[src/design/scc_pkg.sv]
// Shared types, codes and helper functions of the segment projection chainer.
// No dependencies; the datapath, controller, top and checker refer to it by scoped names.
package scc_pkg;

  // Configuration port
  localparam int CFG_IDX_W  = 3;
  localparam int CFG_DATA_W = 16;

  localparam logic [CFG_IDX_W-1:0] CFG_X_AXIS_X = 3'd0;
  localparam logic [CFG_IDX_W-1:0] CFG_X_AXIS_Y = 3'd1;
  localparam logic [CFG_IDX_W-1:0] CFG_X_AXIS_Z = 3'd2;
  localparam logic [CFG_IDX_W-1:0] CFG_Y_AXIS_X = 3'd3;
  localparam logic [CFG_IDX_W-1:0] CFG_Y_AXIS_Y = 3'd4;
  localparam logic [CFG_IDX_W-1:0] CFG_Y_AXIS_Z = 3'd5;
  localparam logic [CFG_IDX_W-1:0] CFG_MATCH_TOL = 3'd6;

  // Point kinds
  localparam logic [1:0] KIND_MOVE  = 2'd0;
  localparam logic [1:0] KIND_LINE  = 2'd1;
  localparam logic [1:0] KIND_CLOSE = 2'd2;

  // Status codes
  localparam logic [1:0] ST_OK       = 2'd0;
  localparam logic [1:0] ST_CURVED   = 2'd1;
  localparam logic [1:0] ST_EMPTY    = 2'd2;
  localparam logic [1:0] ST_OVERFLOW = 2'd3;

  // Chain extension kinds
  localparam logic [1:0] HIT_APP_END   = 2'd0;
  localparam logic [1:0] HIT_APP_START = 2'd1;
  localparam logic [1:0] HIT_PRE_START = 2'd2;
  localparam logic [1:0] HIT_PRE_END   = 2'd3;

  typedef struct packed {
    logic signed [31:0] start_x;
    logic signed [31:0] start_y;
    logic signed [31:0] start_z;
    logic signed [31:0] end_x;
    logic signed [31:0] end_y;
    logic signed [31:0] end_z;
    logic               is_straight;
    logic               last_segment;
  } in_item_t;

  typedef struct packed {
    logic signed [31:0] point_x;
    logic signed [31:0] point_y;
    logic [1:0]         point_kind;
    logic               chain_done;
    logic               set_done;
    logic [1:0]         status;
  } out_item_t;

  typedef struct packed {
    logic signed [31:0] x;
    logic signed [31:0] y;
  } pt_t;

  // Controller to datapath
  typedef struct packed {
    logic       load_in;
    logic       mul;
    logic       acc;
    logic       acc_first;
    logic       fin;
    logic [1:0] coord;
    logic [1:0] comp;
    logic       seg_we;
    logic       seg_re;
    logic       init_start;
    logic       init_end;
    logic       apply_hit;
    logic       chain_re;
    logic       put_pt;
    logic       put_close;
    logic       put_status;
    logic [1:0] status;
    logic [1:0] kind;
    logic       chain_done;
    logic       set_done;
  } cmd_t;

  // Datapath to controller
  typedef struct packed {
    logic straight;
    logic last;
    logic same_se;
    logic same_ht;
    logic hit;
    logic out_busy;
  } stat_t;

  // Two points match when both coordinate differences are within tolerance
  function automatic logic same_pt(pt_t a, pt_t b, logic [15:0] tol);
    logic signed [32:0] dx;
    logic signed [32:0] dy;
    logic [32:0]        ax;
    logic [32:0]        ay;
    dx = {a.x[31], a.x} - {b.x[31], b.x};
    dy = {a.y[31], a.y} - {b.y[31], b.y};
    ax = dx[32] ? 33'(-dx) : 33'(dx);
    ay = dy[32] ? 33'(-dy) : 33'(dy);
    return (ax <= {17'b0, tol}) && (ay <= {17'b0, tol});
  endfunction

endpackage

[src/design/scc_controller.sv]
// Controller: sequences projection, storing, chain building and emission.
// Holds set state (count, error, used flags). Uses scc_pkg.
module scc_controller #(
  parameter int MAX_SEGMENTS = 32
) (
  input  logic                                 clk_i,
  input  logic                                 rst_ni,
  input  logic                                 in_valid_i,
  output logic                                 in_ready_o,
  input  scc_pkg::stat_t                       stat_i,
  output scc_pkg::cmd_t                        cmd_o,
  output logic [((MAX_SEGMENTS > 1) ? $clog2(MAX_SEGMENTS) : 1)-1:0] seg_addr_o,
  output logic [$clog2(MAX_SEGMENTS + 2)-1:0]  emit_idx_o
);
  localparam int SW   = (MAX_SEGMENTS > 1) ? $clog2(MAX_SEGMENTS) : 1;
  localparam int CNTW = $clog2(MAX_SEGMENTS + 1);
  localparam int LW   = $clog2(MAX_SEGMENTS + 2);

  localparam logic [4:0] S_IDLE   = 5'd0;
  localparam logic [4:0] S_DEC    = 5'd1;
  localparam logic [4:0] S_MUL    = 5'd2;
  localparam logic [4:0] S_ACC    = 5'd3;
  localparam logic [4:0] S_FIN    = 5'd4;
  localparam logic [4:0] S_CHK    = 5'd5;
  localparam logic [4:0] S_END    = 5'd6;
  localparam logic [4:0] S_STAT   = 5'd7;
  localparam logic [4:0] S_FSCAN  = 5'd8;
  localparam logic [4:0] S_FLOAD  = 5'd9;
  localparam logic [4:0] S_FLOAD2 = 5'd10;
  localparam logic [4:0] S_CCHK   = 5'd11;
  localparam logic [4:0] S_CRD    = 5'd12;
  localparam logic [4:0] S_CCMP   = 5'd13;
  localparam logic [4:0] S_ESTART = 5'd14;
  localparam logic [4:0] S_ERD    = 5'd15;
  localparam logic [4:0] S_EPUT   = 5'd16;
  localparam logic [4:0] S_ECLOSE = 5'd17;

  logic [4:0]              state_q, state_d;
  logic [1:0]              coord_q, coord_d, comp_q, comp_d;
  logic [CNTW-1:0]         count_q, count_d, first_q, first_d, cand_q, cand_d;
  logic [1:0]              err_q, err_d;
  logic [MAX_SEGMENTS-1:0] used_q, used_d;
  logic [LW-1:0]           len_q, len_d, idx_q, idx_d, cnt_q, cnt_d;
  logic                    closed_q, closed_d;

  // Any stored segment not yet in a chain
  logic remaining;
  always_comb begin
    remaining = 1'b0;
    for (int i = 0; i < MAX_SEGMENTS; i++) begin
      if (!used_q[i] && (CNTW'(i) < count_q)) begin
        remaining = 1'b1;
      end
    end
  end

  always_comb begin
    logic last_pt;
    logic closed;
    state_d  = state_q;
    coord_d  = coord_q;
    comp_d   = comp_q;
    count_d  = count_q;
    first_d  = first_q;
    cand_d   = cand_q;
    err_d    = err_q;
    used_d   = used_q;
    len_d    = len_q;
    idx_d    = idx_q;
    cnt_d    = cnt_q;
    closed_d = closed_q;
    cmd_o    = '0;
    cmd_o.coord = coord_q;
    cmd_o.comp  = comp_q;
    in_ready_o  = 1'b0;
    seg_addr_o  = first_q[SW-1:0];
    emit_idx_o  = idx_q;
    last_pt     = (idx_q == cnt_q - LW'(1));
    closed      = (len_q > LW'(2)) && stat_i.same_ht;

    case (state_q)
      S_IDLE: begin
        in_ready_o = 1'b1;
        if (in_valid_i) begin
          cmd_o.load_in = 1'b1;
          state_d = S_DEC;
        end
      end
      S_DEC: begin
        if (!stat_i.straight) begin
          err_d   = scc_pkg::ST_CURVED;
          state_d = stat_i.last ? S_END : S_IDLE;
        end else if (err_q != scc_pkg::ST_OK) begin
          state_d = stat_i.last ? S_END : S_IDLE;
        end else begin
          coord_d = 2'd0;
          comp_d  = 2'd0;
          state_d = S_MUL;
        end
      end
      S_MUL: begin
        cmd_o.mul = 1'b1;
        state_d   = S_ACC;
      end
      S_ACC: begin
        cmd_o.acc       = 1'b1;
        cmd_o.acc_first = (comp_q == 2'd0);
        if (comp_q == 2'd2) begin
          state_d = S_FIN;
        end else begin
          comp_d  = comp_q + 2'd1;
          state_d = S_MUL;
        end
      end
      S_FIN: begin
        cmd_o.fin = 1'b1;
        comp_d    = 2'd0;
        if (coord_q == 2'd3) begin
          state_d = S_CHK;
        end else begin
          coord_d = coord_q + 2'd1;
          state_d = S_MUL;
        end
      end
      S_CHK: begin
        seg_addr_o = count_q[SW-1:0];
        if (!stat_i.same_se) begin
          if (count_q < CNTW'(MAX_SEGMENTS)) begin
            cmd_o.seg_we = 1'b1;
            count_d      = count_q + CNTW'(1);
          end else begin
            err_d = scc_pkg::ST_OVERFLOW;
          end
        end
        state_d = stat_i.last ? S_END : S_IDLE;
      end
      S_END: begin
        first_d = '0;
        if ((err_q != scc_pkg::ST_OK) || (count_q == '0)) begin
          state_d = S_STAT;
        end else begin
          state_d = S_FSCAN;
        end
      end
      S_STAT: begin
        if (!stat_i.out_busy) begin
          cmd_o.put_status = 1'b1;
          cmd_o.status     = (err_q != scc_pkg::ST_OK) ? err_q : scc_pkg::ST_EMPTY;
          cmd_o.kind       = scc_pkg::KIND_MOVE;
          cmd_o.chain_done = 1'b1;
          cmd_o.set_done   = 1'b1;
          count_d = '0;
          err_d   = scc_pkg::ST_OK;
          used_d  = '0;
          state_d = S_IDLE;
        end
      end
      // Find the next unused segment to open a chain
      S_FSCAN: begin
        if (first_q == count_q) begin
          count_d = '0;
          err_d   = scc_pkg::ST_OK;
          used_d  = '0;
          state_d = S_IDLE;
        end else if (used_q[first_q[SW-1:0]]) begin
          first_d = first_q + CNTW'(1);
        end else begin
          cmd_o.seg_re = 1'b1;
          state_d      = S_FLOAD;
        end
      end
      S_FLOAD: begin
        cmd_o.init_start          = 1'b1;
        used_d[first_q[SW-1:0]]   = 1'b1;
        len_d   = LW'(2);
        state_d = S_FLOAD2;
      end
      S_FLOAD2: begin
        cmd_o.init_end = 1'b1;
        state_d        = S_CCHK;
      end
      S_CCHK: begin
        cand_d  = '0;
        state_d = stat_i.same_ht ? S_ESTART : S_CRD;
      end
      // Probe candidates in index order
      S_CRD: begin
        seg_addr_o = cand_q[SW-1:0];
        if (cand_q == count_q) begin
          state_d = S_ESTART;
        end else if (used_q[cand_q[SW-1:0]]) begin
          cand_d = cand_q + CNTW'(1);
        end else begin
          cmd_o.seg_re = 1'b1;
          state_d      = S_CCMP;
        end
      end
      S_CCMP: begin
        if (stat_i.hit) begin
          cmd_o.apply_hit         = 1'b1;
          used_d[cand_q[SW-1:0]]  = 1'b1;
          len_d   = len_q + LW'(1);
          state_d = S_CCHK;
        end else begin
          cand_d  = cand_q + CNTW'(1);
          state_d = S_CRD;
        end
      end
      S_ESTART: begin
        closed_d = closed;
        cnt_d    = closed ? (len_q - LW'(1)) : len_q;
        idx_d    = '0;
        state_d  = S_ERD;
      end
      S_ERD: begin
        cmd_o.chain_re = 1'b1;
        state_d        = S_EPUT;
      end
      S_EPUT: begin
        if (!stat_i.out_busy) begin
          cmd_o.put_pt     = 1'b1;
          cmd_o.kind       = (idx_q == '0) ? scc_pkg::KIND_MOVE : scc_pkg::KIND_LINE;
          cmd_o.chain_done = last_pt && !closed_q;
          cmd_o.set_done   = last_pt && !closed_q && !remaining;
          idx_d = idx_q + LW'(1);
          if (!last_pt) begin
            state_d = S_ERD;
          end else if (closed_q) begin
            state_d = S_ECLOSE;
          end else if (remaining) begin
            first_d = first_q + CNTW'(1);
            state_d = S_FSCAN;
          end else begin
            count_d = '0;
            err_d   = scc_pkg::ST_OK;
            used_d  = '0;
            state_d = S_IDLE;
          end
        end
      end
      S_ECLOSE: begin
        if (!stat_i.out_busy) begin
          cmd_o.put_close  = 1'b1;
          cmd_o.kind       = scc_pkg::KIND_CLOSE;
          cmd_o.chain_done = 1'b1;
          cmd_o.set_done   = !remaining;
          if (remaining) begin
            first_d = first_q + CNTW'(1);
            state_d = S_FSCAN;
          end else begin
            count_d = '0;
            err_d   = scc_pkg::ST_OK;
            used_d  = '0;
            state_d = S_IDLE;
          end
        end
      end
      default: begin
        state_d = S_IDLE;
      end
    endcase
  end

  always_ff @(posedge clk_i or negedge rst_ni) begin
    if (!rst_ni) begin
      state_q  <= S_IDLE;
      coord_q  <= '0;
      comp_q   <= '0;
      count_q  <= '0;
      first_q  <= '0;
      cand_q   <= '0;
      err_q    <= scc_pkg::ST_OK;
      used_q   <= '0;
      len_q    <= '0;
      idx_q    <= '0;
      cnt_q    <= '0;
      closed_q <= 1'b0;
    end else begin
      state_q  <= state_d;
      coord_q  <= coord_d;
      comp_q   <= comp_d;
      count_q  <= count_d;
      first_q  <= first_d;
      cand_q   <= cand_d;
      err_q    <= err_d;
      used_q   <= used_d;
      len_q    <= len_d;
      idx_q    <= idx_d;
      cnt_q    <= cnt_d;
      closed_q <= closed_d;
    end
  end
endmodule

[config.mk]
export PLATFORM = sky130hd
export DESIGN_NAME = scc_controller
export DESIGN_NICKNAME = d
export VERILOG_FILES = /design/src/design/scc_pkg.sv /design/src/design/scc_controller.sv
export SDC_FILE = /design/constraint.sdc
export NUM_CORES = 1
export LEC_CHECK = 0
export BUFFER_PORTS_ARGS = -buffer_cell sky130_fd_sc_hd__buf_2
export CAP_MARGIN = 5
export CORE_MARGIN = 2
export CORE_UTILIZATION = 50
export DETAILED_ROUTE_END_ITERATION = 10
export MAX_ROUTING_LAYER = met4
export PLACE_DENSITY = 0.71
export REMOVE_ABC_BUFFERS = 1
export SETUP_SLACK_MARGIN = 0.2
export SLEW_MARGIN = 20
export SYNTH_ARGS = -nofsm -noshare
export SYNTH_HDL_FRONTEND = slang
export SYNTH_SLANG_ARGS = --single-unit
[constraint.sdc]
create_clock -name clk_i -period 3 [get_ports clk_i]
set_clock_uncertainty 0.1 [all_clocks]
set_input_delay 0.6 -clock clk_i [delete_from_list [all_inputs] [get_ports clk_i]]
set_output_delay 0.6 -clock clk_i [all_outputs]
set_load 0.05 [all_outputs]
==> reports/results.tsv, run 1 <==
stage	metric	value	unit
clock_tree	maximum clock path buffer count	2	
synth	Post-synth EDFFs	0	
global_routing	first-pass GRT wire length	35000	µm
cells_and_area	Final Util	70.8	%
cells_and_area	layout cells sized above 1	34.5	%
sta	worst slew pin tran	0.695	ns
worst_setup_path	Critical R2R Launch	count_q[1]$_DFFE_PN0P_	
cells_and_area	commonest non-fill, non-tap cell in the layout	buf_4	
routing	initial DRC count	880	
die	DIE AREA	0.0131	mm²
synth	syn_area_per_cell	8.46	µm²
sta	final hold slack	0.202	ns
cells_and_area	Storage cell area	0.00201	mm²
run	number of max-cap violations	0	
die	std cell rows	40	
global_routing	vias in the first global route	6371	
global_routing	largest net degree at the start of global routing	52	
routing	vias per inst	6.63	
worst_setup_path	Worst EP required	2.30	ns
synth	ys async rst share	100	%
cells_and_area	Synth-to-Final Area Change	38.6	%
worst_setup_path	Worst Path Max Fanout	4	
worst_setup_path	Register-to-Register Setup Slack	-0.39	ns
status	status	complete, but fails checks	
worst_setup_path	critical path class	flip-flop to primary output	
routing	DRC	0	
cells_and_area	Nets	898	
sta	Setup-failing EPs final	51	
routing	Detail Route Antenna Nets	0	
sta	Hold Vio Cnt, Final	0	
cells_and_area	# fillers	883	
routing	Routed WL	23600	µm
clock_tree	CTS clk-pin slew, worst paths	0.07	ns
sta	final worst slack	-0.503	ns
placement	IO Port Bufs	44	
synth	post-synthesis sequential area ratio	32.8	%
sta	worst rel slew slack	53.0	%
die	core area	0.0120	mm²
worst_setup_path	Reg2Reg Depth	13	
die	Initial Util	51.1	%
sta	max-slew violation count	0	
global_routing	initial antenna violation count	0	
synth	Yosys reg bits	80	
clock_tree	total CTS buffers	9	
clock_tree	CTS tree	done	
cells_and_area	# diodes	0	
clock_tree	clk_lat worst skew	0.35	ns
status	failing checks	negative setup slack	
cells_and_area	most frequent cells in the layout	buf_4, nand2_1, dfrtp_1	
die	chip width	115	µm
sta	fin crit period	3.50	ns
worst_setup_path	CP endpoint kind	primary output	
synth	Synth Cell Area	0.00611	mm²
global_routing	GRT overflow	0	
sta	Final period util	117	%
worst_setup_path	Crit path arrival time	2.80	ns
synth	post-synth cell types	69	
clock_tree	hold_buf cts	0	
clock_tree	# clock sinks	80	
min_path	min-delay worst type	input pin to async pin	
global_routing	GRT Util Overall	36.2	%
synth	Mapped Cells	722	
clock_tree	H-tree lvl count	3	
pwr	Leak	3.82	nW
routing	wire per inst	23.1	µm
cells_and_area	area of the multi-input gates	0.00422	mm²
sta	maximum clock rate	285	MHz
synth	most used flip-flop cell after synthesis	dfrtp_1	
sta	RSZ-0062 raised after global routing	true	
pwr	worst vdd rail ir drop	0.000450	V
placement	Placer Congestion	1.03	
die	I/O pin cnt	45	
worst_setup_path	Startpoint Class	flip-flop	
routing	DR pass1 iterations	6	
pwr	pwr dens	787	mW/mm²
routing	vias	6778	
synth	synth warn	0	
die	die height	115	µm
worst_setup_path	r2r endpoint	used_q[2]$_DFFE_PN0P_	
clock_tree	Root Driver	clkbuf_16	
placement	hpwl dp	16100	µm
-- cell families after synthesis --
kind of cell | after synthesis | share of synthesized area (%)
and+or+nand+nor | 283 | 23.9
AOI/OAI and AO/OA | 199 | 21.0
buffers and inverters | 80 | 5.30
DFF | 80 | 32.8
xor gates and xnor gates | 36 | 5.16
muxes | 25 | 7.90
adders and majority gates | 19 | 3.89
-- routing by layer --
layer | GRT usage [%] | share of wire, %
met1 | 50.1 | 40
met2 | 51.8 | 44
met3 | 7.57 | 12
met4 | 14.6 | 3.7
met5 | - | 0
-- what timing repair did --
item / CTS / global route
buffers inserted: 12 / 15
pin swaps: 16 / 32
gates cloned: 3 / 5
resized for setup: 72 / 97
setup endpoints to repair: 72 / 71
-- cell type report --
cell class                      count  area share [%]
Multi-Input combinational cell    563            49.8
Sequential cell                    80            23.7
Timing Repair Buffer              188            19.3
Clock buffer                       10            2.82
Tap cell                          147            2.17
Inverter                           28            1.36
Clock inverter                      6           0.768
-- how the worst max path moves through the flow --
stage / startpoint / end / slack (ns) / cells after the start
2_1_floorplan: state_q[0]$_DFFE_PN0P_ / cmd_o[0] / -1.34 / 4
3_3_place_gp: count_q[0]$_DFFE_PN0P_ / cmd_o[0] / -0.21 / 8
3_5_place_dp: cand_q[1]$_DFFE_PN0P_ / cmd_o[13] / -0.26 / 6
4_1_cts: count_q[0]$_DFFE_PN0P_ / cmd_o[0] / -0.39 / 8
5_1_grt: count_q[0]$_DFFE_PN0P_ / cmd_o[0] / -0.55 / 8
6_report: count_q[1]$_DFFE_PN0P_ / cmd_o[0] / -0.50 / 8
-- state kept, by name, summed over array words and instances (netlist names) --
register	count
cand_q	6
closed_q	1
cnt_q	6
comp_q	2
coord_q	2
count_q	6
emit_idx_o	6
err_q	2
first_q	6
len_q	6
state_q	5
used_q	32
-- worst max-delay path: stages (launching register included) --
cell and delay, ns:
dfrtp_1 0.42, ha_4 0.19, o21ai_2 0.12, a21oi_2 0.07, or4_4 0.51, or4_4 0.56
nor3_4 0.21, o21a_1 0.20, buf_6 0.18
-- per-stage QoR --
stage / instance area, µm² / setup WS, ns / power (mW) / instances / setup TNS (ns)
2_1_floorplan: 5890 / -1.34 / 3.28 / 670 / -58.67
4_1_cts: 7920 / -0.385 / 5.97 / 1002 / -4.97
3_5_place_dp: 7170 / -0.260 / 4.50 / 971 / -5.65
3_3_place_gp: 7170 / -0.215 / 4.45 / 971 / -3.69
6_report: 8470 / -0.503 / 6.66 / 1022 / -14.25
5_1_grt: 8470 / -0.546 / 6.93 / 1022 / -18.53
-- cells in the mapped netlist (6+ instances only) --
library cell	n	share of area (%)
nand2_1	90	5.5
dfrtp_1	80	33
o21ai_0	68	5.6
nor2_1	44	2.7
clkbuf_1	38	2.3
inv_1	27	1.7
a21oi_1	26	2.1
a22oi_1	24	2.9
xor2_1	22	3.2
a31oi_1	21	2.2
nor3_1	21	1.7
and3_1	20	2.0
ha_1	19	3.9
mux4_2	18	6.6
nand3_1	17	1.4
nand4_1	17	1.7
nand2b_1	14	1.4
xnor2_1	14	2.0
a21o_1	9	1.1
or3_1	9	0.92
buf_1	7	0.43
nor3b_1	7	0.86
nor4_1	7	0.72
o211ai_1	7	0.86
o21a_1	6	0.74
-- report_power, final --
part	total [mW]	internal, mW	switching [mW]	leakage [nW]
clock network	1.16	0.671	0.488	0.149
registers	1.58	1.26	0.320	1.04
logic	3.92	1.70	2.23	2.63
(Power assumes the default switching activity.)
==> inputs of run 2 (changes only) <==
- PLACE_DENSITY: 0.71 -> 0.68
- clock period: 3 -> 3.92 ns (I/O delays scaled with it)
==> run 2 against run 1 <==
Net effect:
- the run now ends clean
- first-iteration DRC count down 39%
- sequential power down 22%
- core utilization fell by 12 points
- setup slack better by 0.75 ns
==> reports/results.tsv, run 2 (same netlist as run 1, synthesis figures left out) <==
stage	metric	value	unit	change
worst_setup_path	Startpoint Class	flip-flop		unchanged
worst_setup_path	Worst EP required	3.04	ns	was 2.30 ns
routing	DR pass1 iterations	5		was 6
cells_and_area	layout cells sized above 1	17.6	%	was 34.5%
sta	max-slew violation count	0		unchanged
placement	IO Port Bufs	44		unchanged
worst_setup_path	r2r endpoint	count_q[4]$_DFFE_PN0P_		was used_q[2]$_DFFE_PN0P_
cells_and_area	Synth-to-Final Area Change	14.2	%	was 38.6%
routing	Detail Route Antenna Nets	0		unchanged
worst_setup_path	critical path class	flip-flop to primary output		unchanged
sta	Final period util	93.6	%	
global_routing	largest net degree at the start of global routing	81		was 52
run	number of max-cap violations	0		unchanged
die	chip width	115	µm	unchanged
worst_setup_path	Critical R2R Launch	count_q[5]$_DFFE_PN0P_		was count_q[1]$_DFFE_PN0P_
cells_and_area	most frequent cells in the layout	nand2_1, dfrtp_1, o21ai_0		was buf_4, nand2_1, dfrtp_1
min_path	min-delay worst type	input pin to async pin		unchanged
cells_and_area	Largest Register	used_q		unchanged
die	DIE AREA	0.0131	mm²	unchanged
cells_and_area	max reg flops	32		unchanged
sta	worst rel slew slack	49.6	%	was 53.0%
die	std cell rows	40		unchanged
status	status	finished clean		was complete, but fails checks
worst_setup_path	Worst Path Max Fanout	10		was 4
die	core area	0.0120	mm²	unchanged
worst_setup_path	Register-to-Register Setup Slack	0.60	ns	was -0.39 ns
sta	maximum clock rate	272	MHz	
routing	Routed WL	19800	µm	was 23,600 µm
worst_setup_path	Crit path arrival time	2.79	ns	was 2.80 ns
clock_tree	maximum clock path buffer count	2		unchanged
clock_tree	total CTS buffers	9		unchanged
sta	RSZ-0062 raised after global routing	false		was true
sta	Hold Vio Cnt, Final	0		unchanged
clock_tree	clk_lat worst skew	0.35	ns	about the same
global_routing	GRT overflow	0		unchanged
sta	worst slew pin tran	0.750	ns	was 0.695 ns
clock_tree	Root Driver	clkbuf_16		unchanged
sta	Setup-failing EPs final	0		was 51
clock_tree	# clock sinks	80		unchanged
pwr	pwr dens	625	mW/mm²	was 787 mW/mm²
routing	vias per inst	6.56		was 6.63
die	die height	115	µm	unchanged
routing	initial DRC count	536		was 880
global_routing	vias in the first global route	5688		was 6,371
clock_tree	CTS tree	done		unchanged
worst_setup_path	CP Launch Point	cand_q[0]$_DFFE_PN0P_		was count_q[1]$_DFFE_PN0P_
clock_tree	CTS clk-pin slew, worst paths	0.06	ns	was 0.07 ns
pwr	worst vdd rail ir drop	0.000391	V	was 0.000450 V
global_routing	GRT Util Overall	32.4	%	was 36.2%
worst_setup_path	CP endpoint kind	primary output		unchanged
placement	pre-CTS setup slack	0.390	ns	was -0.260 ns
worst_setup_path	Reg2Reg Depth	9		was 13
worst_setup_path	crit path to	cmd_o[13]		was cmd_o[0]
clock_tree	H-tree lvl count	3		unchanged
cells_and_area	Final Util	58.3	%	was 70.8%
pwr	Leak	3.08	nW	was 3.82 nW
die	I/O pin cnt	45		unchanged
global_routing	initial antenna violation count	0		unchanged
cells_and_area	commonest non-fill, non-tap cell in the layout	nand2_1		was buf_4
placement	hpwl dp	14400	µm	was 16,100 µm
cells_and_area	Nets	788		was 898
placement	Placer Congestion	1.02		was 1.03
global_routing	first-pass GRT wire length	31600	µm	was 35,000 µm
sta	fin crit period	3.67	ns	
routing	DRC	0		unchanged
cells_and_area	# diodes	0		unchanged
sta	final worst slack	0.249	ns	was -0.503 ns
die	Initial Util	51.1	%	unchanged
routing	vias	5986		was 6,778
routing	wire per inst	21.7	µm	was 23.1 µm
## run 2: what timing repair did
action,CTS,global route
resized for setup,3,10
setup buffers,0,2
setup endpoints to repair,2,2
cloned,0,0
hold endpoints to repair,0,0
hold buffers,0,0
pin swaps,0,1
## run 2: how the worst min path moves through the flow
stage,cells past startpoint,to,slack (ns)
after floorplan,2,cnt_q[5]$_DFFE_PN0P_,0.36
after global placement,2,cnt_q[5]$_DFFE_PN0P_,0.39
after detailed placement,2,cnt_q[1]$_DFFE_PN0P_,0.40
after CTS,2,cnt_q[1]$_DFFE_PN0P_,0.41
after global routing,2,cnt_q[5]$_DFFE_PN0P_,0.44
final,1,count_q[2]$_DFFE_PN0P_,0.39
## run 2: critical path, stage by stage (launching register included)
cell	delay, ns
dfrtp_2	0.53
mux4_2	0.54
mux4_2	0.48
mux2_2	0.31
o21ai_0	0.26
buf_2	0.32
## run 2: where the power goes
| group | leakage (nW) | internal, mW | switching [mW] |
|---|---|---|---|
| combinational | 1.86 | 0.770 | 1.36 |
| clock | 0.173 | 0.660 | 0.351 |
| sequential | 1.04 | 0.961 | 0.264 |
| total | 3.08 | 2.39 | 1.97 |
## run 2: area by class of cell
class | count | area [µm²]
fill | 1083 | 4990
multi-input combinational | 562 | 3830
sequential | 80 | 2010
timing repair buffer | 79 | 495
clock buffer | 12 | 256
tap | 147 | 184
inverter | 28 | 105
clock inverter | 4 | 98.8
## run 2: metrics by stage
step	hold slack [ns]	TNS, ns	cell area [µm²]	total power, mW	cells
after detailed placement	0.399	0	6550	3.23	894
after floorplan	0.358	-8.84	5890	2.51	670
after global placement	0.391	0	6550	3.20	894
after CTS	0.412	0	6920	4.27	910
final	0.385	0	6970	4.36	912
after global routing	0.438	0	6970	4.60	912
## run 2: routing by layer
layer | GRT usage (%) | share of wire, %
met3 | 7.41 | 9.9
met5 | - | 0
met4 | 10.6 | 2.7
met2 | 45.4 | 44
met1 | 46.3 | 43
